===== src/erv_pkg.sv =====
// shared types, limits and reason codes of the record stream validator
// depends on: nothing
package erv_pkg;

    // limits
    localparam int unsigned MAX_FIELD_BYTES   = 512;
    localparam int unsigned MAX_EXTENSIONS    = 256;
    localparam int unsigned MAX_CAPABILITIES  = 128;
    localparam int unsigned MAX_MESSAGE_BYTES = 256 * 1024;
    localparam int unsigned COUNT_SAT         = 511;

    localparam int unsigned LEN_W = 19;

    // reject reasons
    localparam logic [3:0] REASON_OK        = 4'd0;
    localparam logic [3:0] REASON_TRUNCATED = 4'd1;
    localparam logic [3:0] REASON_TOO_LONG  = 4'd2;
    localparam logic [3:0] REASON_COUNT     = 4'd3;
    localparam logic [3:0] REASON_TOKEN     = 4'd4;
    localparam logic [3:0] REASON_KIND      = 4'd5;
    localparam logic [3:0] REASON_VERSION   = 4'd6;
    localparam logic [3:0] REASON_TRAILING  = 4'd7;
    localparam logic [3:0] REASON_OVERSIZE  = 4'd8;

    localparam logic [7:0] MAX_KIND   = 8'd4;
    localparam logic [7:0] MAX_POLICY = 8'd2;

    // one input request held in the input register
    typedef struct packed {
        logic       valid;
        logic [7:0] data;
        logic       last;
    } erv_byte_t;

    // one verdict
    typedef struct packed {
        logic        accepted;
        logic [3:0]  reason;
        logic [31:0] version;
        logic [8:0]  total;
    } erv_result_t;

    // allowed string character: letters, digits, dot, underscore, dash
    function automatic logic token_char(input logic [7:0] c);
        token_char = (c >= 8'h61 && c <= 8'h7a) || (c >= 8'h41 && c <= 8'h5a) ||
                     (c >= 8'h30 && c <= 8'h39) || c == 8'h2e || c == 8'h5f ||
                     c == 8'h2d;
    endfunction

    localparam logic [7:0] CHAR_COLON = 8'h3a;

endpackage


===== src/erv_in_reg.sv =====
// input register of the record stream validator: takes one byte per request
// depends on: erv_pkg
module erv_in_reg (
    input  logic              clk,
    input  logic              rst_n,
    input  logic              in_valid,
    output logic              in_stall,
    input  logic [7:0]        data_byte,
    input  logic              last_byte,
    input  logic              advance,
    output erv_pkg::erv_byte_t held
);

    logic       valid_reg;
    logic       valid_next;
    logic [7:0] data_reg;
    logic       last_reg;
    logic       take;

    // full and not draining this cycle
    assign in_stall = valid_reg && !advance;
    assign take     = in_valid && !in_stall;

    always_comb
    begin
        if (take)
            valid_next = 1'b1;
        else if (advance)
            valid_next = 1'b0;
        else
            valid_next = valid_reg;
    end

    // control
    always_ff @(posedge clk or negedge rst_n)
    begin
        if (!rst_n)
            valid_reg <= 1'b0;
        else
            valid_reg <= valid_next;
    end

    // payload
    always_ff @(posedge clk)
    begin
        if (take)
        begin
            data_reg <= data_byte;
            last_reg <= last_byte;
        end
    end

    assign held.valid = valid_reg;
    assign held.data  = data_reg;
    assign held.last  = last_reg;

endmodule


===== src/erv_parser.sv =====
// parse engine: per-byte state update and verdict on the last byte
// depends on: erv_pkg
module erv_parser (
    input  logic                clk,
    input  logic                rst_n,
    input  logic                advance,
    input  erv_pkg::erv_byte_t  held,
    input  logic [31:0]         expected_version,
    output erv_pkg::erv_result_t result
);

    typedef enum logic [3:0] {
        PH_VER      = 4'd0,
        PH_CNT      = 4'd1,
        PH_ID_LEN   = 4'd2,
        PH_ID_BODY  = 4'd3,
        PH_VV_LEN   = 4'd4,
        PH_VV_BODY  = 4'd5,
        PH_FP_LEN   = 4'd6,
        PH_FP_BODY  = 4'd7,
        PH_KIND     = 4'd8,
        PH_POLICY   = 4'd9,
        PH_CAP_CNT  = 4'd10,
        PH_CAP_LEN  = 4'd11,
        PH_CAP_BODY = 4'd12,
        PH_END      = 4'd13,
        PH_FAIL     = 4'd14
    } phase_t;

    localparam logic [erv_pkg::LEN_W-1:0] LEN_MAX = erv_pkg::LEN_W'(erv_pkg::MAX_MESSAGE_BYTES);

    phase_t                    phase_reg, phase_next;
    logic [31:0]               acc_reg, acc_next;
    logic [1:0]                idx_reg, idx_next;
    logic [9:0]                str_reg, str_next;
    logic [8:0]                ext_reg, ext_next;
    logic [7:0]                cap_reg, cap_next;
    logic [erv_pkg::LEN_W-1:0] len_reg, len_next;
    logic [3:0]                fail_reg, fail_next;
    logic [31:0]               ver_reg, ver_next;
    logic [8:0]                cnt_reg, cnt_next;

    logic [31:0] word;
    logic [8:0]  ext_dec;
    logic [7:0]  cap_dec;
    logic [9:0]  str_dec;
    logic        str_done;
    phase_t      done_body;
    logic        char_ok;
    logic [3:0]  reason;

    // assembled little-endian word including this byte
    assign word = acc_reg | ({24'd0, held.data} << {idx_reg, 3'b000});
    assign ext_dec = ext_reg - 9'd1;
    assign cap_dec = cap_reg - 8'd1;
    assign str_dec = str_reg - 10'd1;
    assign char_ok = erv_pkg::token_char(held.data) ||
                     (phase_reg == PH_FP_BODY && held.data == erv_pkg::CHAR_COLON);

    // next state for one byte
    always_comb
    begin
        phase_next = phase_reg;
        acc_next   = acc_reg;
        idx_next   = idx_reg;
        str_next   = str_reg;
        ext_next   = ext_reg;
        cap_next   = cap_reg;
        fail_next  = fail_reg;
        ver_next   = ver_reg;
        cnt_next   = cnt_reg;
        str_done   = 1'b0;
        done_body  = PH_ID_BODY;
        reason     = erv_pkg::REASON_OK;

        // size counter saturates one past the limit
        len_next = (len_reg <= LEN_MAX) ? len_reg + 1'b1 : len_reg;

        unique case (phase_reg)
            PH_FAIL:
            begin
            end
            PH_END:
            begin
                fail_next  = erv_pkg::REASON_TRAILING;
                phase_next = PH_FAIL;
            end
            PH_KIND:
            begin
                if (held.data > erv_pkg::MAX_KIND && fail_reg == erv_pkg::REASON_OK)
                    fail_next = erv_pkg::REASON_KIND;
                phase_next = PH_POLICY;
            end
            PH_POLICY:
            begin
                if (held.data > erv_pkg::MAX_POLICY && fail_reg == erv_pkg::REASON_OK)
                    fail_next = erv_pkg::REASON_KIND;
                phase_next = PH_CAP_CNT;
                acc_next   = 32'd0;
                idx_next   = 2'd0;
            end
            PH_ID_BODY, PH_VV_BODY, PH_FP_BODY, PH_CAP_BODY:
            begin
                if (!char_ok && fail_reg == erv_pkg::REASON_OK)
                    fail_next = erv_pkg::REASON_TOKEN;
                str_next = str_dec;
                if (str_dec == 10'd0)
                begin
                    str_done  = 1'b1;
                    done_body = phase_reg;
                end
            end
            default:
            begin
                // word phases: version, counts, lengths
                acc_next = word;
                idx_next = idx_reg + 2'd1;
                if (idx_reg == 2'd3)
                begin
                    acc_next = 32'd0;
                    idx_next = 2'd0;
                    unique case (phase_reg)
                        PH_VER:
                        begin
                            ver_next = word;
                            if (word != expected_version && fail_reg == erv_pkg::REASON_OK)
                                fail_next = erv_pkg::REASON_VERSION;
                            phase_next = PH_CNT;
                        end
                        PH_CNT:
                        begin
                            cnt_next = (word > 32'(erv_pkg::COUNT_SAT)) ?
                                       9'(erv_pkg::COUNT_SAT) : word[8:0];
                            if (word > 32'(erv_pkg::MAX_EXTENSIONS))
                            begin
                                fail_next  = erv_pkg::REASON_COUNT;
                                phase_next = PH_FAIL;
                            end
                            else
                            begin
                                ext_next   = word[8:0];
                                phase_next = (word != 32'd0) ? PH_ID_LEN : PH_END;
                            end
                        end
                        PH_CAP_CNT:
                        begin
                            if (word > 32'(erv_pkg::MAX_CAPABILITIES))
                            begin
                                fail_next  = erv_pkg::REASON_COUNT;
                                phase_next = PH_FAIL;
                            end
                            else if (word != 32'd0)
                            begin
                                cap_next   = word[7:0];
                                phase_next = PH_CAP_LEN;
                            end
                            else
                            begin
                                // extension with no capabilities ends here
                                cap_next   = 8'd0;
                                ext_next   = ext_dec;
                                phase_next = (ext_dec != 9'd0) ? PH_ID_LEN : PH_END;
                            end
                        end
                        PH_ID_LEN, PH_VV_LEN, PH_FP_LEN, PH_CAP_LEN:
                        begin
                            if (word > 32'(erv_pkg::MAX_FIELD_BYTES))
                            begin
                                fail_next  = erv_pkg::REASON_TOO_LONG;
                                phase_next = PH_FAIL;
                            end
                            else if (word == 32'd0)
                            begin
                                // empty string counts as a bad token
                                if (fail_reg == erv_pkg::REASON_OK)
                                    fail_next = erv_pkg::REASON_TOKEN;
                                str_done  = 1'b1;
                                done_body = phase_t'(phase_reg + 4'd1);
                            end
                            else
                            begin
                                str_next   = word[9:0];
                                phase_next = phase_t'(phase_reg + 4'd1);
                            end
                        end
                        default:
                        begin
                        end
                    endcase
                end
            end
        endcase

        // step past a finished string
        if (str_done)
        begin
            unique case (done_body)
                PH_ID_BODY: phase_next = PH_VV_LEN;
                PH_VV_BODY: phase_next = PH_FP_LEN;
                PH_FP_BODY: phase_next = PH_KIND;
                default:
                begin
                    cap_next = cap_dec;
                    if (cap_dec != 8'd0)
                        phase_next = PH_CAP_LEN;
                    else
                    begin
                        ext_next   = ext_dec;
                        phase_next = (ext_dec != 9'd0) ? PH_ID_LEN : PH_END;
                    end
                end
            endcase
        end

        // verdict on the last byte
        if (len_next > LEN_MAX)
            reason = erv_pkg::REASON_OVERSIZE;
        else if (phase_next != PH_END && phase_next != PH_FAIL)
            reason = erv_pkg::REASON_TRUNCATED;
        else
            reason = fail_next;

        result.accepted = (reason == erv_pkg::REASON_OK);
        result.reason   = reason;
        result.version  = ver_next;
        result.total    = cnt_next;

        // message done: back to the header
        if (held.last)
        begin
            phase_next = PH_VER;
            acc_next   = 32'd0;
            idx_next   = 2'd0;
            str_next   = 10'd0;
            ext_next   = 9'd0;
            cap_next   = 8'd0;
            len_next   = '0;
            fail_next  = erv_pkg::REASON_OK;
            ver_next   = 32'd0;
            cnt_next   = 9'd0;
        end
    end

    // parse state
    always_ff @(posedge clk or negedge rst_n)
    begin
        if (!rst_n)
        begin
            phase_reg <= PH_VER;
            acc_reg   <= 32'd0;
            idx_reg   <= 2'd0;
            str_reg   <= 10'd0;
            ext_reg   <= 9'd0;
            cap_reg   <= 8'd0;
            len_reg   <= '0;
            fail_reg  <= erv_pkg::REASON_OK;
            ver_reg   <= 32'd0;
            cnt_reg   <= 9'd0;
        end
        else if (advance)
        begin
            phase_reg <= phase_next;
            acc_reg   <= acc_next;
            idx_reg   <= idx_next;
            str_reg   <= str_next;
            ext_reg   <= ext_next;
            cap_reg   <= cap_next;
            len_reg   <= len_next;
            fail_reg  <= fail_next;
            ver_reg   <= ver_next;
            cnt_reg   <= cnt_next;
        end
    end

endmodule


===== src/erv_out_reg.sv =====
// result register of the record stream validator
// depends on: erv_pkg
module erv_out_reg (
    input  logic                 clk,
    input  logic                 rst_n,
    input  logic                 load,
    input  erv_pkg::erv_result_t result,
    output logic                 free,
    output logic                 out_valid,
    input  logic                 out_stall,
    output logic                 accepted,
    output logic [3:0]           reject_reason,
    output logic [31:0]          message_version,
    output logic [8:0]           extension_total
);

    logic                 valid_reg;
    logic                 valid_next;
    erv_pkg::erv_result_t data_reg;

    // empty, or emptied at this edge
    assign free = !valid_reg || !out_stall;

    always_comb
    begin
        if (load)
            valid_next = 1'b1;
        else if (!out_stall)
            valid_next = 1'b0;
        else
            valid_next = valid_reg;
    end

    // control
    always_ff @(posedge clk or negedge rst_n)
    begin
        if (!rst_n)
            valid_reg <= 1'b0;
        else
            valid_reg <= valid_next;
    end

    // payload
    always_ff @(posedge clk)
    begin
        if (load)
            data_reg <= result;
    end

    assign out_valid       = valid_reg;
    assign accepted        = data_reg.accepted;
    assign reject_reason   = data_reg.reason;
    assign message_version = data_reg.version;
    assign extension_total = data_reg.total;

endmodule


===== src/extension_record_stream_validator_core.sv =====
// top level of the extension record stream validator
// depends on: erv_pkg, erv_in_reg, erv_parser, erv_out_reg
//
//  channel  | handshake            | payload
//  ---------+----------------------+-------------------------------------------------
//  input    | in_valid / in_stall  | data_byte, last_byte
//  output   | out_valid / out_stall| accepted, reject_reason, message_version,
//           |                      | extension_total
//  config   | cfg_wr_en            | cfg_wr_data (expected version)
//
// one byte per cycle sustained unless a last byte waits on a busy result register; a
// byte is held in the input register and parsed by combinational logic into the
// parse state and the result register, which drives the verdict on the outputs.
// reset clears the parse state and both stage valid bits; expected version resets to 1.
// a waiting verdict stalls only last bytes; other bytes keep flowing past it.
module extension_record_stream_validator_core (
    input  logic        clk,
    input  logic        rst_n,
    input  logic        cfg_wr_en,
    input  logic [31:0] cfg_wr_data,
    input  logic        in_valid,
    output logic        in_stall,
    input  logic [7:0]  data_byte,
    input  logic        last_byte,
    output logic        out_valid,
    input  logic        out_stall,
    output logic        accepted,
    output logic [3:0]  reject_reason,
    output logic [31:0] message_version,
    output logic [8:0]  extension_total
);

    erv_pkg::erv_byte_t   held;
    erv_pkg::erv_result_t result;
    logic                 advance;
    logic                 out_free;
    logic [31:0]          expver_reg;

    // expected version register
    always_ff @(posedge clk or negedge rst_n)
    begin
        if (!rst_n)
            expver_reg <= 32'd1;
        else if (cfg_wr_en)
            expver_reg <= cfg_wr_data;
    end

    // a byte moves on unless it is a last byte and the result slot is busy
    assign advance = held.valid && (!held.last || out_free);

    erv_in_reg u_in (
        .clk       (clk),
        .rst_n     (rst_n),
        .in_valid  (in_valid),
        .in_stall  (in_stall),
        .data_byte (data_byte),
        .last_byte (last_byte),
        .advance   (advance),
        .held      (held)
    );

    erv_parser u_parse (
        .clk              (clk),
        .rst_n            (rst_n),
        .advance          (advance),
        .held             (held),
        .expected_version (expver_reg),
        .result           (result)
    );

    erv_out_reg u_out (
        .clk             (clk),
        .rst_n           (rst_n),
        .load            (advance && held.last),
        .result          (result),
        .free            (out_free),
        .out_valid       (out_valid),
        .out_stall       (out_stall),
        .accepted        (accepted),
        .reject_reason   (reject_reason),
        .message_version (message_version),
        .extension_total (extension_total)
    );

endmodule


===== config.mk =====
export PLATFORM = sky130hd
export DESIGN_NAME = extension_record_stream_validator_core
export DESIGN_NICKNAME = d
export VERILOG_FILES = /design/src/erv_pkg.sv /design/src/erv_in_reg.sv /design/src/erv_parser.sv /design/src/erv_out_reg.sv /design/src/extension_record_stream_validator_core.sv
export SDC_FILE = /design/constraint.sdc
export NUM_CORES = 1
export LEC_CHECK = 0
export BUFFER_PORTS_ARGS = -buffer_cell sky130_fd_sc_hd__buf_2
export CAP_MARGIN = 40
export CORE_MARGIN = 3
export CORE_UTILIZATION = 38
export DETAILED_ROUTE_END_ITERATION = 10
export PLACE_DENSITY = 0.66
export SLEW_MARGIN = 20
export SYNTH_ARGS = -nofsm -noshare
export SYNTH_HDL_FRONTEND = slang
export SYNTH_SLANG_ARGS = --single-unit

===== constraint.sdc =====
create_clock -name clk -period 8.4 [get_ports clk]
set_input_delay 2.52 -clock clk [delete_from_list [all_inputs] [get_ports clk]]
set_output_delay 2.52 -clock clk [all_outputs]
set_load 0.01 [all_outputs]

==> impl_metrics.json <==
{
  "critPathRequiredTime_ns": 5.88,
  "residual_drc_count": 0,
  "worstPathMaxFanout": 3,
  "num_vias": 11090,
  "post_synth_main_area_contributors": "dfrtp_1 (33%), edfxtp_1 (13%), o21ai_0 (5.7%), nand2_1 (4.7%), a21oi_1 (4.0%)",
  "synthToLayoutAreaGrowth_pct": 15.34,
  "synth_cell_types": 79,
  "floorplan.die_area_um2": 34460,
  "drv.max_cap_violation_count": 0,
  "tritoncts": "done",
  "setup_repair_after_global_routing_missed_its_margin": "no",
  "postSynthNetCount": 1398,
  "synth.yosys.seq_area_share_pct": 46.74,
  "cts_hold_repair_buffers": 0,
  "total_leakage_power_nw": 5.915,
  "synthArstFlopShare_pct": 74.77,
  "numCtsBuffers": 26,
  "post-cts-setup-buffers": 0,
  "postRouteWirelength_um": 37190,
  "regToRegEndpoint": "u_out.reject_reason[0]$_DFFE_PP_",
  "crit_path_leading_delay_family": "buffers and inverters",
  "regToRegStartpoint": "u_parse.idx_reg[0]$_DFFE_PN0P_",
  "htree_num_levels": 1,
  "timing.final.crit_share_pct": 65.75,
  "critical_path.max_stage_delay_ns": 0.15,
  "r2r_slack_ns": 3.36,
  "fmaxAchievable_mhz": 181.1,
  "clock_sink_count": 218,
  "synth_top_area_cell": "dfrtp_1",
  "min_delay_worst_endpoint": "u_parse.ver_reg[30]$_DFFE_PN0P_",
  "post_drt_via_cell_ratio": 6.062,
  "synth.cell_area_um2": 12260,
  "diodes": 0,
  "post_route_cells_drive_above_1_share_pct": 15.77,
  "drt_pass1_iterations": 5,
  "placement_rows": 65,
  "final_core_utilization_pct": 44.59,
  "drt_first_iter_violations": 1127,
  "clock_pin_slew_on_the_worst_setup_and_hold_paths_ns": 0.06,
  "die_height_um": 185.6,
  "holdCritStartpoint": "u_parse.ver_reg[30]$_DFFE_PN0P_",
  "grt_first_pass_wirelength_um": 58510,
  "timing.setup.critical_path_class": "primary input to output pin",
  "cp.buffers_inverters": 3,
  "synth_top_flop_cell": "dfrtp_1",
  "worst_setup_path_start_kind": "primary input",
  "fin_total_pwr_mw": 3.328,
  "holdPathStages": 1,
  "path_depth": 4,
  "layout_commonest_cell": "dfrtp_1",
  "postSynthAreaPerCell_um2": 9.164,
  "antenna_found_initial": 2,
  "antenna_violating_nets_remaining": 0,
  "floorplan.die.width_um": 185.6,
  "setup_slack_placement_ns": 2.879,
  "insertion_delay_ns": 0.54,
  "total_neg_setup_slack_ns": 0,
  "postCtsResizedCells": 0,
  "ff2ff_path_depth": 14,
  "synth-seq-cells": 218,
  "status": "completed",
  "endpoint_type_of_the_worst_setup_path": "output pin",
  "period_minus_slack_ns": 5.523,
  "avgRoutedWirePerCell_um": 20.34,
  "post_synthesis_cells": 1338,
  "total_power_divided_by_cell_area_nw_per_um2": 235.3,
  "final.setup.worst_slack_ns": 2.877,
  "globalRouteTotalUtil_pct": 21.26,
  "timing.final.max_slew_violations": 0,
  "number_of_flops_mapped_to_enable_cells_by_yosys": 55,
  "synthDominantCellAreaShare_pct": 33.06,
  "place.gp.congestion": 0.9804,
  "yosys_warnings": 0,
  "slew_headroom_pct": 42.50,
  "core_area_um2": 31720,
  "timing_hold_violations_final": 0,
  "first_global_vias": 10340,
  "overflow": 0,
  "port_buffers": 93,
  "finalSetupViolations": 0,
  "worst_pin_slew_ns": 0.8625,
  "largest_net_degree_at_the_start_of_global_routing": 59,
  "dp_hpwl_um": 25840,
  "cp_max_delay_cell": "nand4_1",
  "cells_along_the_critical_path": "buf_2 > nand4_1 > inv_1 > buf_2",
  "critical_path_arrival_ns": 3.00,
  "commonest_cells_after_routing_fill_and_taps_aside": "dfrtp_1 (162), nand2_1 (153), o21ai_0 (140)",
  "clockRootBuffer": "clkbuf_16",
  "cpMostUsedCell": "buf_2",
  "clock_tree.buffer_depth": 3,
  "worst_hold_path_type": "flip-flop to flip-flop",
  "nets": 1467,
  "timing.clock.skew_ns": 0.01429,
  "io-pin-count": 94,
  "floorplan.initialDensity_pct": 38.66,
  "vdd_ir_drop_max_mv": 0.1414
}
-- metrics by stage --
stage	cell area (um2)	instances	hold WS (ns)
2_1_floorplan	12260	1338	0.4707
3_3_place_gp	13130	1773	0.4856
3_5_place_dp	13190	1777	0.4908
4_1_cts	14090	1825	0.5086
5_1_grt	14140	1829	0.5163
6_report	14140	1829	0.5038
-- cell usage after synthesis, drive strengths merged, types with 10 or more instances --
| cell type | instances |
|---|---|
| dfrtp | 162 |
| nand2 | 154 |
| o21ai | 145 |
| a21oi | 98 |
| clkbuf | 75 |
| nor2 | 75 |
| edfxtp | 55 |
| inv | 45 |
| nand3 | 41 |
| a22o | 40 |
| mux2 | 32 |
| nor3 | 30 |
| and3 | 25 |
| a31oi | 21 |
| nor4 | 20 |
| or3 | 20 |
| o31ai | 18 |
| nand3b | 17 |
| xnor2 | 16 |
| nand4 | 15 |
| and2 | 14 |
| ha | 14 |
| nor2b | 11 |
| nor3b | 11 |
| a21o | 10 |
| nand2b | 10 |
-- routing by layer --
metal | global-route usage, % | vias to the layer above | share of wire (%)
met5 | 0 | - | 0
met4 | 4.707 | 0 | 2.0
met3 | 4.378 | 65 | 8.9
met2 | 31.73 | 486 | 43
met1 | 31.95 | 5421 | 46
li1 | - | 5115 | -
-- worst max-delay path by stage --
stage | end | slack [ns] | from
2_1_floorplan | u_out.accepted$_DFFE_PP_ | 3.06 | out_stall
4_1_cts | in_stall | 2.87 | out_stall
5_1_grt | in_stall | 2.83 | out_stall
3_5_place_dp | in_stall | 2.88 | out_stall
3_3_place_gp | in_stall | 2.91 | out_stall
6_report | in_stall | 2.88 | out_stall
-- kinds of logic (layout without fill, tap and decap cells) --
family / after synthesis / count (layout) / synth area share (%)
buffers and inverters: 130 / 219 / 4.000
AOI/OAI and AO/OA: 429 / 429 / 22.38
xor gates and xnor gates: 23 / 23 / 1.643
adders and majority gates: 14 / 14 / 1.429
muxes: 36 / 36 / 3.265
DFF: 218 / 218 / 46.74
and+or+nand+nor: 488 / 488 / 20.54
-- power breakdown --
group / leakage, nW / internal (mW) / switching, mW / total (mW)
sequential: 2.71 / 1.17 / 0.0954 / 1.27
clock: 0.433 / 0.724 / 0.458 / 1.18
combinational: 2.77 / 0.286 / 0.591 / 0.877
total: 5.92 / 2.18 / 1.14 / 3.33
-- cell type report --
| cell class | instances | area [um2] |
|---|---|---|
| Clock buffer | 29 | 661.9 |
| Clock inverter | 19 | 241.5 |
| Fill cell | 3028 | 17580 |
| Inverter | 46 | 172.7 |
| Multi-Input combinational cell | 990 | 6070 |
| Sequential cell | 218 | 5732 |
| Tap cell | 402 | 503.0 |
| Timing Repair Buffer | 125 | 762.0 |
Power figures use the tool's default switching activity.
